[src/rtl/core/mqtt_fixed_header_parser_assert.svh]
// Assertion macros for the fixed header parser
`ifndef MQTT_FIXED_HEADER_PARSER_ASSERT_SVH
`define MQTT_FIXED_HEADER_PARSER_ASSERT_SVH

// same-cycle implication
`define MFHP_ASSERT_IMPL(lbl, clk, rstn, ante, cons, msg) \
  lbl: assert property (@(posedge clk) disable iff (!(rstn)) (ante) |-> (cons)) \
    else $error(msg);

// next-cycle implication
`define MFHP_ASSERT_NEXT(lbl, clk, rstn, ante, cons, msg) \
  lbl: assert property (@(posedge clk) disable iff (!(rstn)) (ante) |=> (cons)) \
    else $error(msg);

`endif

[src/rtl/core/mfhp_pkg.sv]
package mfhp_pkg;

  localparam int QUEUE_DEPTH = 2;

  localparam logic [1:0] STATUS_OK        = 2'd0;
  localparam logic [1:0] STATUS_FORBIDDEN = 2'd1;
  localparam logic [1:0] STATUS_BAD_FLAGS = 2'd2;
  localparam logic [1:0] STATUS_TOO_LONG  = 2'd3;

  localparam logic [3:0] TYPE_RESERVED_LO = 4'd0;
  localparam logic [3:0] TYPE_RESERVED_HI = 4'd15;
  localparam logic [3:0] TYPE_PUBLISH     = 4'd3;
  localparam logic [3:0] TYPE_PUBREL      = 4'd6;
  localparam logic [3:0] TYPE_SUBSCRIBE   = 4'd8;
  localparam logic [3:0] TYPE_UNSUBSCRIBE = 4'd10;

  typedef struct packed {
    logic [7:0] data_byte;
    logic       restart;
  } in_item_t;

  typedef struct packed {
    logic [3:0]  packet_type;
    logic [3:0]  packet_flags;
    logic [27:0] body_length;
    logic [2:0]  header_size;
    logic [1:0]  status;
  } out_item_t;

  // finished header as it travels from front to back
  typedef struct packed {
    logic [3:0]  packet_type;
    logic [3:0]  packet_flags;
    logic [27:0] body_length;
    logic [2:0]  header_size;
    logic        too_long;
  } hdr_rec_t;

  function automatic logic [3:0] need_flags(input logic [3:0] ptype);
    logic [3:0] r;
    unique case (ptype)
      TYPE_PUBREL, TYPE_SUBSCRIBE, TYPE_UNSUBSCRIBE: r = 4'b0010;
      default:                                       r = 4'b0000;
    endcase
    return r;
  endfunction

  function automatic logic [3:0] need_mask(input logic [3:0] ptype);
    logic [3:0] r;
    unique case (ptype)
      TYPE_RESERVED_LO, TYPE_PUBLISH, TYPE_RESERVED_HI: r = 4'b0000;
      default:                                          r = 4'b1111;
    endcase
    return r;
  endfunction

endpackage

[src/rtl/core/mfhp_front.sv]
module mfhp_front #(
  parameter int MAX_LENGTH_BYTES = 4
) (
  input  logic              clk,
  input  logic              rst_n,
  input  logic              take,
  input  mfhp_pkg::in_item_t item,
  output logic              rec_valid,
  output mfhp_pkg::hdr_rec_t rec
);

  logic        in_length_r, in_length_nxt;
  logic [3:0]  held_type_r, held_type_nxt;
  logic [3:0]  held_flags_r, held_flags_nxt;
  logic [27:0] length_sum_r, length_sum_nxt;
  logic [2:0]  byte_count_r, byte_count_nxt;

  logic [5:0]  shamt;
  logic [27:0] add;
  logic [27:0] sum;
  logic [3:0]  count;
  logic [3:0]  size_full;

  assign shamt     = {byte_count_r, 3'b000} - {3'b000, byte_count_r};
  assign add       = {21'd0, item.data_byte[6:0]} << shamt;
  assign sum       = length_sum_r + add;
  assign count     = {1'b0, byte_count_r} + 4'd1;
  assign size_full = count + 4'd1;

  always_comb begin
    in_length_nxt  = in_length_r;
    held_type_nxt  = held_type_r;
    held_flags_nxt = held_flags_r;
    length_sum_nxt = length_sum_r;
    byte_count_nxt = byte_count_r;
    rec_valid      = 1'b0;
    if (take) begin
      if (item.restart || !in_length_r) begin
        held_type_nxt  = item.data_byte[7:4];
        held_flags_nxt = item.data_byte[3:0];
        length_sum_nxt = '0;
        byte_count_nxt = '0;
        in_length_nxt  = 1'b1;
      end else begin
        length_sum_nxt = sum;
        if (item.data_byte[7] && (count < 4'(MAX_LENGTH_BYTES))) begin
          byte_count_nxt = count[2:0];
        end else begin
          rec_valid      = 1'b1;
          in_length_nxt  = 1'b0;
          byte_count_nxt = '0;
        end
      end
    end
  end

  always_comb begin
    rec.packet_type  = held_type_r;
    rec.packet_flags = held_flags_r;
    rec.body_length  = sum;
    rec.header_size  = (size_full > 4'd7) ? 3'd7 : size_full[2:0];
    rec.too_long     = item.data_byte[7];
  end

  always_ff @(posedge clk) begin
    if (!rst_n) begin
      in_length_r  <= 1'b0;
      held_type_r  <= '0;
      held_flags_r <= '0;
      length_sum_r <= '0;
      byte_count_r <= '0;
    end else begin
      in_length_r  <= in_length_nxt;
      held_type_r  <= held_type_nxt;
      held_flags_r <= held_flags_nxt;
      length_sum_r <= length_sum_nxt;
      byte_count_r <= byte_count_nxt;
    end
  end

endmodule

[src/rtl/core/mfhp_queue.sv]
module mfhp_queue (
  input  logic               clk,
  input  logic               rst_n,
  input  logic               wr_en,
  input  mfhp_pkg::hdr_rec_t wr_data,
  input  logic               rd_en,
  output mfhp_pkg::hdr_rec_t rd_data,
  output logic               q_full,
  output logic               q_empty
);

  localparam int PW = $clog2(mfhp_pkg::QUEUE_DEPTH);
  localparam int CW = $clog2(mfhp_pkg::QUEUE_DEPTH + 1);

  mfhp_pkg::hdr_rec_t mem_r [mfhp_pkg::QUEUE_DEPTH];
  logic [PW-1:0] wr_ptr_r, rd_ptr_r;
  logic [CW-1:0] count_r;
  logic          do_wr, do_rd;

  assign q_full  = (count_r == CW'(mfhp_pkg::QUEUE_DEPTH));
  assign q_empty = (count_r == '0);
  assign do_wr   = wr_en && !q_full;
  assign do_rd   = rd_en && !q_empty;
  assign rd_data = mem_r[rd_ptr_r];

  always_ff @(posedge clk) begin
    if (do_wr) begin
      mem_r[wr_ptr_r] <= wr_data;
    end
  end

  always_ff @(posedge clk) begin
    if (!rst_n) begin
      wr_ptr_r <= '0;
      rd_ptr_r <= '0;
      count_r  <= '0;
    end else begin
      if (do_wr) begin
        wr_ptr_r <= (wr_ptr_r == PW'(mfhp_pkg::QUEUE_DEPTH - 1)) ? '0 : wr_ptr_r + PW'(1);
      end
      if (do_rd) begin
        rd_ptr_r <= (rd_ptr_r == PW'(mfhp_pkg::QUEUE_DEPTH - 1)) ? '0 : rd_ptr_r + PW'(1);
      end
      if (do_wr && !do_rd) begin
        count_r <= count_r + CW'(1);
      end else if (do_rd && !do_wr) begin
        count_r <= count_r - CW'(1);
      end
    end
  end

endmodule

[src/rtl/core/mfhp_back.sv]
module mfhp_back (
  input  mfhp_pkg::hdr_rec_t rec,
  output mfhp_pkg::out_item_t item
);

  logic [1:0] rule_status;

  // forbidden type wins over flag mismatch
  always_comb begin
    if (rec.packet_type == mfhp_pkg::TYPE_RESERVED_LO ||
        rec.packet_type == mfhp_pkg::TYPE_RESERVED_HI) begin
      rule_status = mfhp_pkg::STATUS_FORBIDDEN;
    end else if (((rec.packet_flags ^ mfhp_pkg::need_flags(rec.packet_type)) &
                  mfhp_pkg::need_mask(rec.packet_type)) != 4'b0000) begin
      rule_status = mfhp_pkg::STATUS_BAD_FLAGS;
    end else begin
      rule_status = mfhp_pkg::STATUS_OK;
    end
  end

  always_comb begin
    item.packet_type  = rec.packet_type;
    item.packet_flags = rec.packet_flags;
    item.body_length  = rec.body_length;
    item.header_size  = rec.header_size;
    item.status       = rec.too_long ? mfhp_pkg::STATUS_TOO_LONG : rule_status;
  end

endmodule

[src/rtl/core/mqtt_fixed_header_parser.sv]
// channel  | handshake         | payload
// ---------+-------------------+--------------------------------------------
// input    | push / full       | in_item  (data_byte, restart)
// result   | pop / empty       | out_item (type, flags, length, size, status)
//
// One header byte is taken per cycle while full is low; the length
// accumulator updates in the same cycle, so bytes stream with no bubbles.
// A finished header enters a two-entry queue; out_item shows the oldest unread one.
// full rises only when the queue holds two unread results.
// Synchronous active-low reset clears parser state and empties the queue.
`include "mqtt_fixed_header_parser_assert.svh"

module mqtt_fixed_header_parser #(
  parameter int MAX_LENGTH_BYTES = 4
) (
  input  logic                clk,
  input  logic                rst_n,
  input  logic                push,
  output logic                full,
  input  mfhp_pkg::in_item_t  in_item,
  output logic                empty,
  input  logic                pop,
  output mfhp_pkg::out_item_t out_item
);

  logic               take;
  logic               rec_valid;
  mfhp_pkg::hdr_rec_t rec;
  mfhp_pkg::hdr_rec_t head;
  logic               q_full;

  assign take = push && !q_full;
  assign full = q_full;

  mfhp_front #(
    .MAX_LENGTH_BYTES(MAX_LENGTH_BYTES)
  ) u_front (
    .clk      (clk),
    .rst_n    (rst_n),
    .take     (take),
    .item     (in_item),
    .rec_valid(rec_valid),
    .rec      (rec)
  );

  mfhp_queue u_queue (
    .clk    (clk),
    .rst_n  (rst_n),
    .wr_en  (rec_valid),
    .wr_data(rec),
    .rd_en  (pop),
    .rd_data(head),
    .q_full (q_full),
    .q_empty(empty)
  );

  mfhp_back u_back (
    .rec (head),
    .item(out_item)
  );

  `MFHP_ASSERT_IMPL(a_no_drop, clk, rst_n, rec_valid, !q_full, "header finished into a full queue")
  `MFHP_ASSERT_IMPL(a_restart_quiet, clk, rst_n, take && in_item.restart, !rec_valid, "restart byte produced a result")
  `MFHP_ASSERT_IMPL(a_size_min, clk, rst_n, !empty, out_item.header_size >= 3'd2, "header size below two")
  `MFHP_ASSERT_NEXT(a_result_lands, clk, rst_n, rec_valid, !empty, "finished header not visible")

endmodule
[config.mk]
export PLATFORM = sky130hd
export DESIGN_NAME = mqtt_fixed_header_parser
export DESIGN_NICKNAME = d
export VERILOG_FILES = /design/src/rtl/core/mfhp_pkg.sv /design/src/rtl/core/mfhp_front.sv /design/src/rtl/core/mfhp_queue.sv /design/src/rtl/core/mfhp_back.sv /design/src/rtl/core/mqtt_fixed_header_parser.sv
export VERILOG_INCLUDE_DIRS = /design/src /design/src/rtl/core
export SDC_FILE = /design/constraint.sdc
export NUM_CORES = 1
export LEC_CHECK = 0
export BUFFER_PORTS_ARGS = -buffer_cell sky130_fd_sc_hd__buf_2
export CORE_MARGIN = 4
export CORE_UTILIZATION = 40
export DETAILED_ROUTE_END_ITERATION = 6
export PLACE_DENSITY = 0.56
export SETUP_SLACK_MARGIN = 0.2
export SKIP_LAST_GASP = 1
export SYNTH_ARGS = -nofsm -noshare
export SYNTH_HDL_FRONTEND = slang
export SYNTH_SLANG_ARGS = --single-unit
[constraint.sdc]
create_clock -name clk -period 7.9 [get_ports clk]
set_input_delay 0.79 -clock clk [delete_from_list [all_inputs] [get_ports clk]]
set_output_delay 0.79 -clock clk [all_outputs]
set_load 0.03 [all_outputs]
After elaboration in Yosys (flattened, before gate mapping)
Memory sizes are Yosys's and may differ from the RTL's. A register that Yosys moved wholly into a read port is not among the register bits.
Cells that the tools add are included.
{"block": "word_totals", "memories": 1, "out_inout_bits": 43, "in_bits": 13, "register_bits": 44, "ramBits": 80, "latchBits": 0, "mem_bits_ro": 0, "wordCells": 74}
{"name": "u_queue.mem_r", "words": 2, "width": 40, "rd": 1, "rd_clocked_by_memory_dff": 1, "write_ports": 1, "line": "mfhp_queue.sv:15", "source": "mfhp_pkg::hdr_rec_t mem_r [mfhp_pkg::QUEUE_DEPTH];"}
{"block": "op_classes", "multipliers": 0, "bitwise_logic": 2, "muxes": 24, "add_sub_neg": 8, "n_eq_ne": 7, "magnitude_cmp": 2, "shifts": 1, "reduce_logical": 21, "div": 0}
{"operator": "$add 28x28->28", "count": 1}
{"operator": "$mux 28", "count": 1}
{"operator": "$shl 7x6->28", "count": 1}
{"operator": "$eq 4x4->1 const B", "count": 3}
{"operator": "$mux 2", "count": 6}
{"operator": "$mux 4", "count": 3}
{"operator": "$mux 1", "count": 11}
{"operator": "$mux 3", "count": 3}
{"operator": "$logic_and 1x1->1", "count": 6}
{"operator": "$reduce_or 3->1", "count": 2}
{"operator": "$sub 6x3->6", "count": 1}
{"operator": "$logic_not 1->1", "count": 5}
{"operator": "$add 3x1->4 const B", "count": 1}
{"operator": "$add 4x1->4 const B", "count": 1}
{"operator": "$and 4x4->4", "count": 1}
{"operator": "$eq 4x2->1 const B", "count": 1}
{"operator": "$eq 4x3->1 const B", "count": 1}
{"operator": "$gt 4x3->1 const B", "count": 1}
{"operator": "$logic_not 4->1", "count": 1}
{"operator": "$lt 4x3->1 const B", "count": 1}
{"operator": "$reduce_and 2->1", "count": 2}
{"operator": "$reduce_bool 4->1", "count": 1}
{"operator": "$xor 4x4->4", "count": 1}
{"operator": "$add 1x1->1 const B", "count": 2}
{"operator": "7 further kinds", "count": 8}

Depth between registers and ports, before layout
{"block": "logic_depth", "ltp_word": 11, "mapped_depth": 20, "depth_no_buf": 15}

Modules after synthesis
A second synthesis with hierarchy kept.
{"block": "unflattened", "cells_unflattened": 673, "area_unflattened_um2": 7150.6}
{"mod": "mfhp_front", "cells_per_inst": 471, "n_inst": 1, "area_per_inst_um2": 3641.0}
{"mod": "mfhp_queue", "cells_per_inst": 149, "n_inst": 1, "area_per_inst_um2": 3106.7}
{"mod": "mfhp_back", "cells_per_inst": 52, "n_inst": 1, "area_per_inst_um2": 389.1}
{"mod": "mqtt_fixed_header_parser", "cells_per_inst": 1, "n_inst": 1, "area_per_inst_um2": 13.8}

Least setup slack after synthesis
Ideal clock, no wire load.
{"block": "synth_path", "kind": "register to register", "start": "reg u_front.byte_count_r[0]", "end": "mem u_queue.mem_r[0][0] (netlist bit) (enable)", "setup_time_ns": 0.540, "arrival_time_ns": 4.923, "path_stages_with_launch": 6, "path_buffers": 1, "required_time_ns": 7.360, "slack_ns": 2.437, "path_cell_list": "dfxtp_1 -> buf_1 -> a21oi_1 -> o21ai_0 -> inv_1 -> nor4_1"}
{"block": "synth_via", "elab_chain_len": 9}
{"item": "start: declaration", "line": "mfhp_front.sv:16", "source": "logic [2:0] byte_count_r, byte_count_nxt;"}
{"item": "start signal: assignment", "line": "mfhp_front.sv:77", "source": "byte_count_r <= byte_count_nxt;"}
{"item": "$add 3x1->4", "line": "mfhp_front.sv:27", "source": "assign count = {1'b0, byte_count_r} + 4'd1;"}
{"item": "$lt 4x3->1", "line": "mfhp_front.sv:46", "source": "if (item.data_byte[7] && (count < 4'(MAX_LENGTH_BYTES))) begin"}
{"item": "$logic_and 1x1->1", "line": "mfhp_front.sv:46"}
{"item": "$mux 1", "line": "mfhp_front.sv:46"}
{"item": "$mux 1", "line": "mfhp_front.sv:38", "source": "if (item.restart || !in_length_r) begin"}
{"item": "$mux 1", "line": "mfhp_front.sv:37", "source": "if (take) begin"}
{"item": "$logic_and 1x1->1", "line": "mfhp_queue.sv:22", "source": "assign do_wr = wr_en && !q_full;"}
{"item": "$mux 1", "line": "mfhp_queue.sv:27", "source": "if (do_wr) begin"}
{"item": "$mux 1 (implied by the code)", "line": "mfhp_queue.sv:28", "source": "mem_r[wr_ptr_r] <= wr_data;"}
{"item": "end: declaration", "line": "mfhp_queue.sv:15"}
No other way between the ends.

Final worst setup path
{"block": "layout_path", "start": "reg u_front.byte_count_r[0]", "end": "reg u_front.length_sum_r[25]"}
{"block": "layout_via", "elab_chain_len": 4}
{"item": "$sub 6x3->6", "line": "mfhp_front.sv:24", "source": "assign shamt = {byte_count_r, 3'b000} - {3'b000, byte_count_r};"}
{"item": "$shl 7x6->28", "line": "mfhp_front.sv:25", "source": "assign add = {21'd0, item.data_byte[6:0]} << shamt;"}
{"item": "$add 28x28->28", "line": "mfhp_front.sv:26", "source": "assign sum = length_sum_r + add;"}
{"item": "$mux 28", "line": "mfhp_front.sv:38"}
{"item": "end signal: assignment", "line": "mfhp_front.sv:76", "source": "length_sum_r <= length_sum_nxt;"}
{"item": "end: declaration", "line": "mfhp_front.sv:15", "source": "logic [27:0] length_sum_r, length_sum_nxt;"}
No other way between the ends.
A chain may end at the register's enable or synchronous reset.

==> summary.txt <==
Setup path
  – R2R Setup Slk: 2600 ps
  – Crit path arrival time: 5610 ps
  – FF-to-FF End: u_front.length_sum_r[25]
  – R2R cell count: 13
  – Worst setup EP type: register
  – Setup crit start kind: register
  – CP Data Required Time: 8210 ps
  – Reg2reg start: u_front.byte_count_r[0]
  – Worst-path maximum fanout: 23
  – WS Path Type: register to register
  – Crit path to: u_front.length_sum_r[25]
  – Critical Path Source: u_front.byte_count_r[0]

Cells and area
  – Leading cell types in the layout, fill and taps excluded: 80 x edfxtp_1, 55 x buf_2, 49 x nand2_1
  – Ratio of cells with drive above 1 in the final layout: 21.07%
  – Fin util: 46.69%
  – Area grow syn2layout: 14.97%
  – Final Non-Filler Cells: 894
  – Commonest non-fill, non-tap cell in the layout: edfxtp_1
  – Final #Nets: 706
  – Fill count: 1,585
  – N_diodes: 0

GRT
  – Largest net degree at the start of global routing: 42
  – Global-route wire length before repair: 25,190 um
  – Initial antenna violation count: 0
  – Total gr overflow: 0
  – Total global-route track usage: 17.36%
  – Vias in the first global route: 4,695

Min path
  – Min-Delay Path Class: register to register
  – Hold depth: 0

Die
  – Die width: 137.3 um
  – Die area: 18,850 um^2
  – IO Pins: 56
  – Site Rows: 47
  – Starting Density: 40.61%
  – Core Footprint: 16,470 um^2
  – Die Y: 137.3 um

Outcome
  – Status: completed

Detailed routing
  – Final ANT Viol Nets: 0
  – Via count: 4,837
  – Vias per cell: 5.411
  – Pre-Repair DR Iteration Count: 5
  – DR WL/cell: 17.44 um
  – DRC viols: 0
  – Routed WL: 15,590 um
  – Drt first-iter violations: 235

STA
  – Fin Setup TNS: 0 ps
  – Final setup fails: 0
  – Slew @ Worst Pin: 1028 ps
  – Final hold violations: 0
  – Crit path time final: 5304 ps
  – Unrepaired setup endpoints after global routing: false
  – Max Slew Vio Count: 0
  – Top achievable clock speed: 0.1885 GHz
  – Rel. slew slack: 31.49%
  – Tcrit/Tclk final: 67.14%
  – Clk_skew: 7.053 ps
  – Setup ws final: 2596 ps

Placed design
  – Final HPWL DP: 11,150 um
  – # port buffers: 55
  – Setup WS pre-CTS: 2678 ps
  – Placed cells: 862
  – Placer congestion estimate: 0.9108

Synth
  – Yosys warns: 0
  – Ys flop type: edfxtp_1
  – Post-synth EDFFs: 80
  – Synthesized area: 6686 um^2
  – Syn_nets: 654
  – Netlist cell types: 65
  – Post-Syn Instances: 609
  – Seq/Total Area, Yosys: 49.40%
  – Asr flop ratio synth: 0%
  – Post-synthesis register bit count: 125
  – Syn Area/Cell: 10.98 um^2

Power and ir drop
  – Pwr per Cell Area: 237.7 nW/um^2
  – Lkg Pwr: 2.960 nW
  – Max VDD drop: 132.4 uV

Clocking
  – Cts bufs inserted: 17
  – Postcts setup bufs: 0
  – CTS tree: done
  – Clk root buf: clkbuf_16
  – CTS Hold Bufs: 0
  – CTS clk-pin slew, worst paths: 60 ps
  – Post_cts resized: 0
  – Worst-skew pair later-pin latency: 410 ps
  – CTS HTree Levels: 4
  – Bufs on Longest Clock Path: 2
  – Sink Count: 125

Flow run
  – Number of max-cap violations: 0
-- cell families after synthesis --
family | synth area share [%]
AO/OA/AOI/OAI | 14.26
XOR/XNOR | 4.435
adder cells (fa/ha/maj) | 6.100
buffers and inverters | 2.826
flip-flops | 49.40
multiplexers | 9.412
AND/OR/NAND/NOR | 13.57
-- sequential cells by signal, indices dropped and copies added (netlist names), named ones only --
signal                flops
u_front.byte_count_r      3
u_queue.count_r           2
u_front.held_type_r       4
u_front.length_sum_r     28
u_front.in_length_r       1
u_queue.wr_ptr_r          1
u_queue.rd_ptr_r          1
u_front.held_flags_r      4
u_queue.mem_r            80
-- critical path, stage by stage, from the launching register on --
cell and delay (ps):
dfxtp_1 820, inv_1 450, ha_1 780, mux2_2 430, o21ai_0 450, nor3_1 160
ha_1 430, nand2_1 120, or4_1 470, a21o_1 210, a21boi_0 290, o21ai_1 180
mux2i_1 150, a211o_1 270
-- per-stage QoR --
stage	instance area (um^2)	power [mW]	hold slack, ps
2_1_floorplan	6686	1.038	425.3
6_report	7687	1.828	458.1
3_5_place_dp	7143	1.137	443.0
5_1_grt	7687	1.916	462.4
4_1_cts	7687	1.853	453.6
3_3_place_gp	7143	1.129	431.2
-- cell type report --
cell class,instances,area [um^2],share of cell area [%]
inverters,15,56.30,0.7324
clock buffers,20,446.7,5.811
repair buffers,59,305.3,3.971
flip-flops and latches,125,3304,42.99
multi-input cells,443,3202,41.65
clock inverters,12,97.59,1.270
well taps,220,275.3,3.581
-- cell usage after synthesis, drive strengths merged (6+ instances only) --
cell | count | area (um^2)
nand4 | 6 | 43.79
a21o | 6 | 45.04
o21ai | 24 | 120.1
nor2 | 41 | 153.9
nor2b | 23 | 143.9
edfxtp | 80 | 2402
mux2 | 39 | 439.2
mux2i | 19 | 190.2
inv | 15 | 56.30
o211ai | 6 | 50.05
dfxtp | 45 | 900.9
a22o | 19 | 166.4
xnor2 | 21 | 191.4
buf | 15 | 91.34
nand2 | 49 | 183.9
and2 | 8 | 51.30
nor3 | 8 | 40.04
ha | 31 | 387.9
a31oi | 8 | 50.05
xor2 | 12 | 105.1
a22oi | 9 | 67.56
nand3 | 14 | 70.07
a21oi | 35 | 178.9
clkbuf | 11 | 41.29
-- routing by layer --
layer,track usage [%],vias up,share of wire [%]
met1,23.50,2355,48
met5,0,-,0
met4,5.820,0,1.4
met2,27.47,92,47
met3,4.054,12,3.7
li1,-,2378,-
-- worst min path at each step --
stage                                 to               startpoint  slack, ps
floorplan           u_queue.mem_r[0][32]  u_front.held_flags_r[0]        430
global placement    u_queue.mem_r[1][36]   u_front.held_type_r[0]        430
detailed placement  u_queue.mem_r[0][39]   u_front.held_type_r[3]        440
CTS                 u_queue.mem_r[0][39]   u_front.held_type_r[3]        450
global route        u_queue.mem_r[0][39]   u_front.held_type_r[3]        460
finish              u_queue.mem_r[0][39]   u_front.held_type_r[3]        460
-- power by group --
| group | switching, mW | internal, mW |
|---|---|---|
| sequential | 0.0131 | 0.717 |
| combinational | 0.250 | 0.138 |
| clock | 0.273 | 0.436 |
No activity file was read; power rests on OpenSTA's default activity.
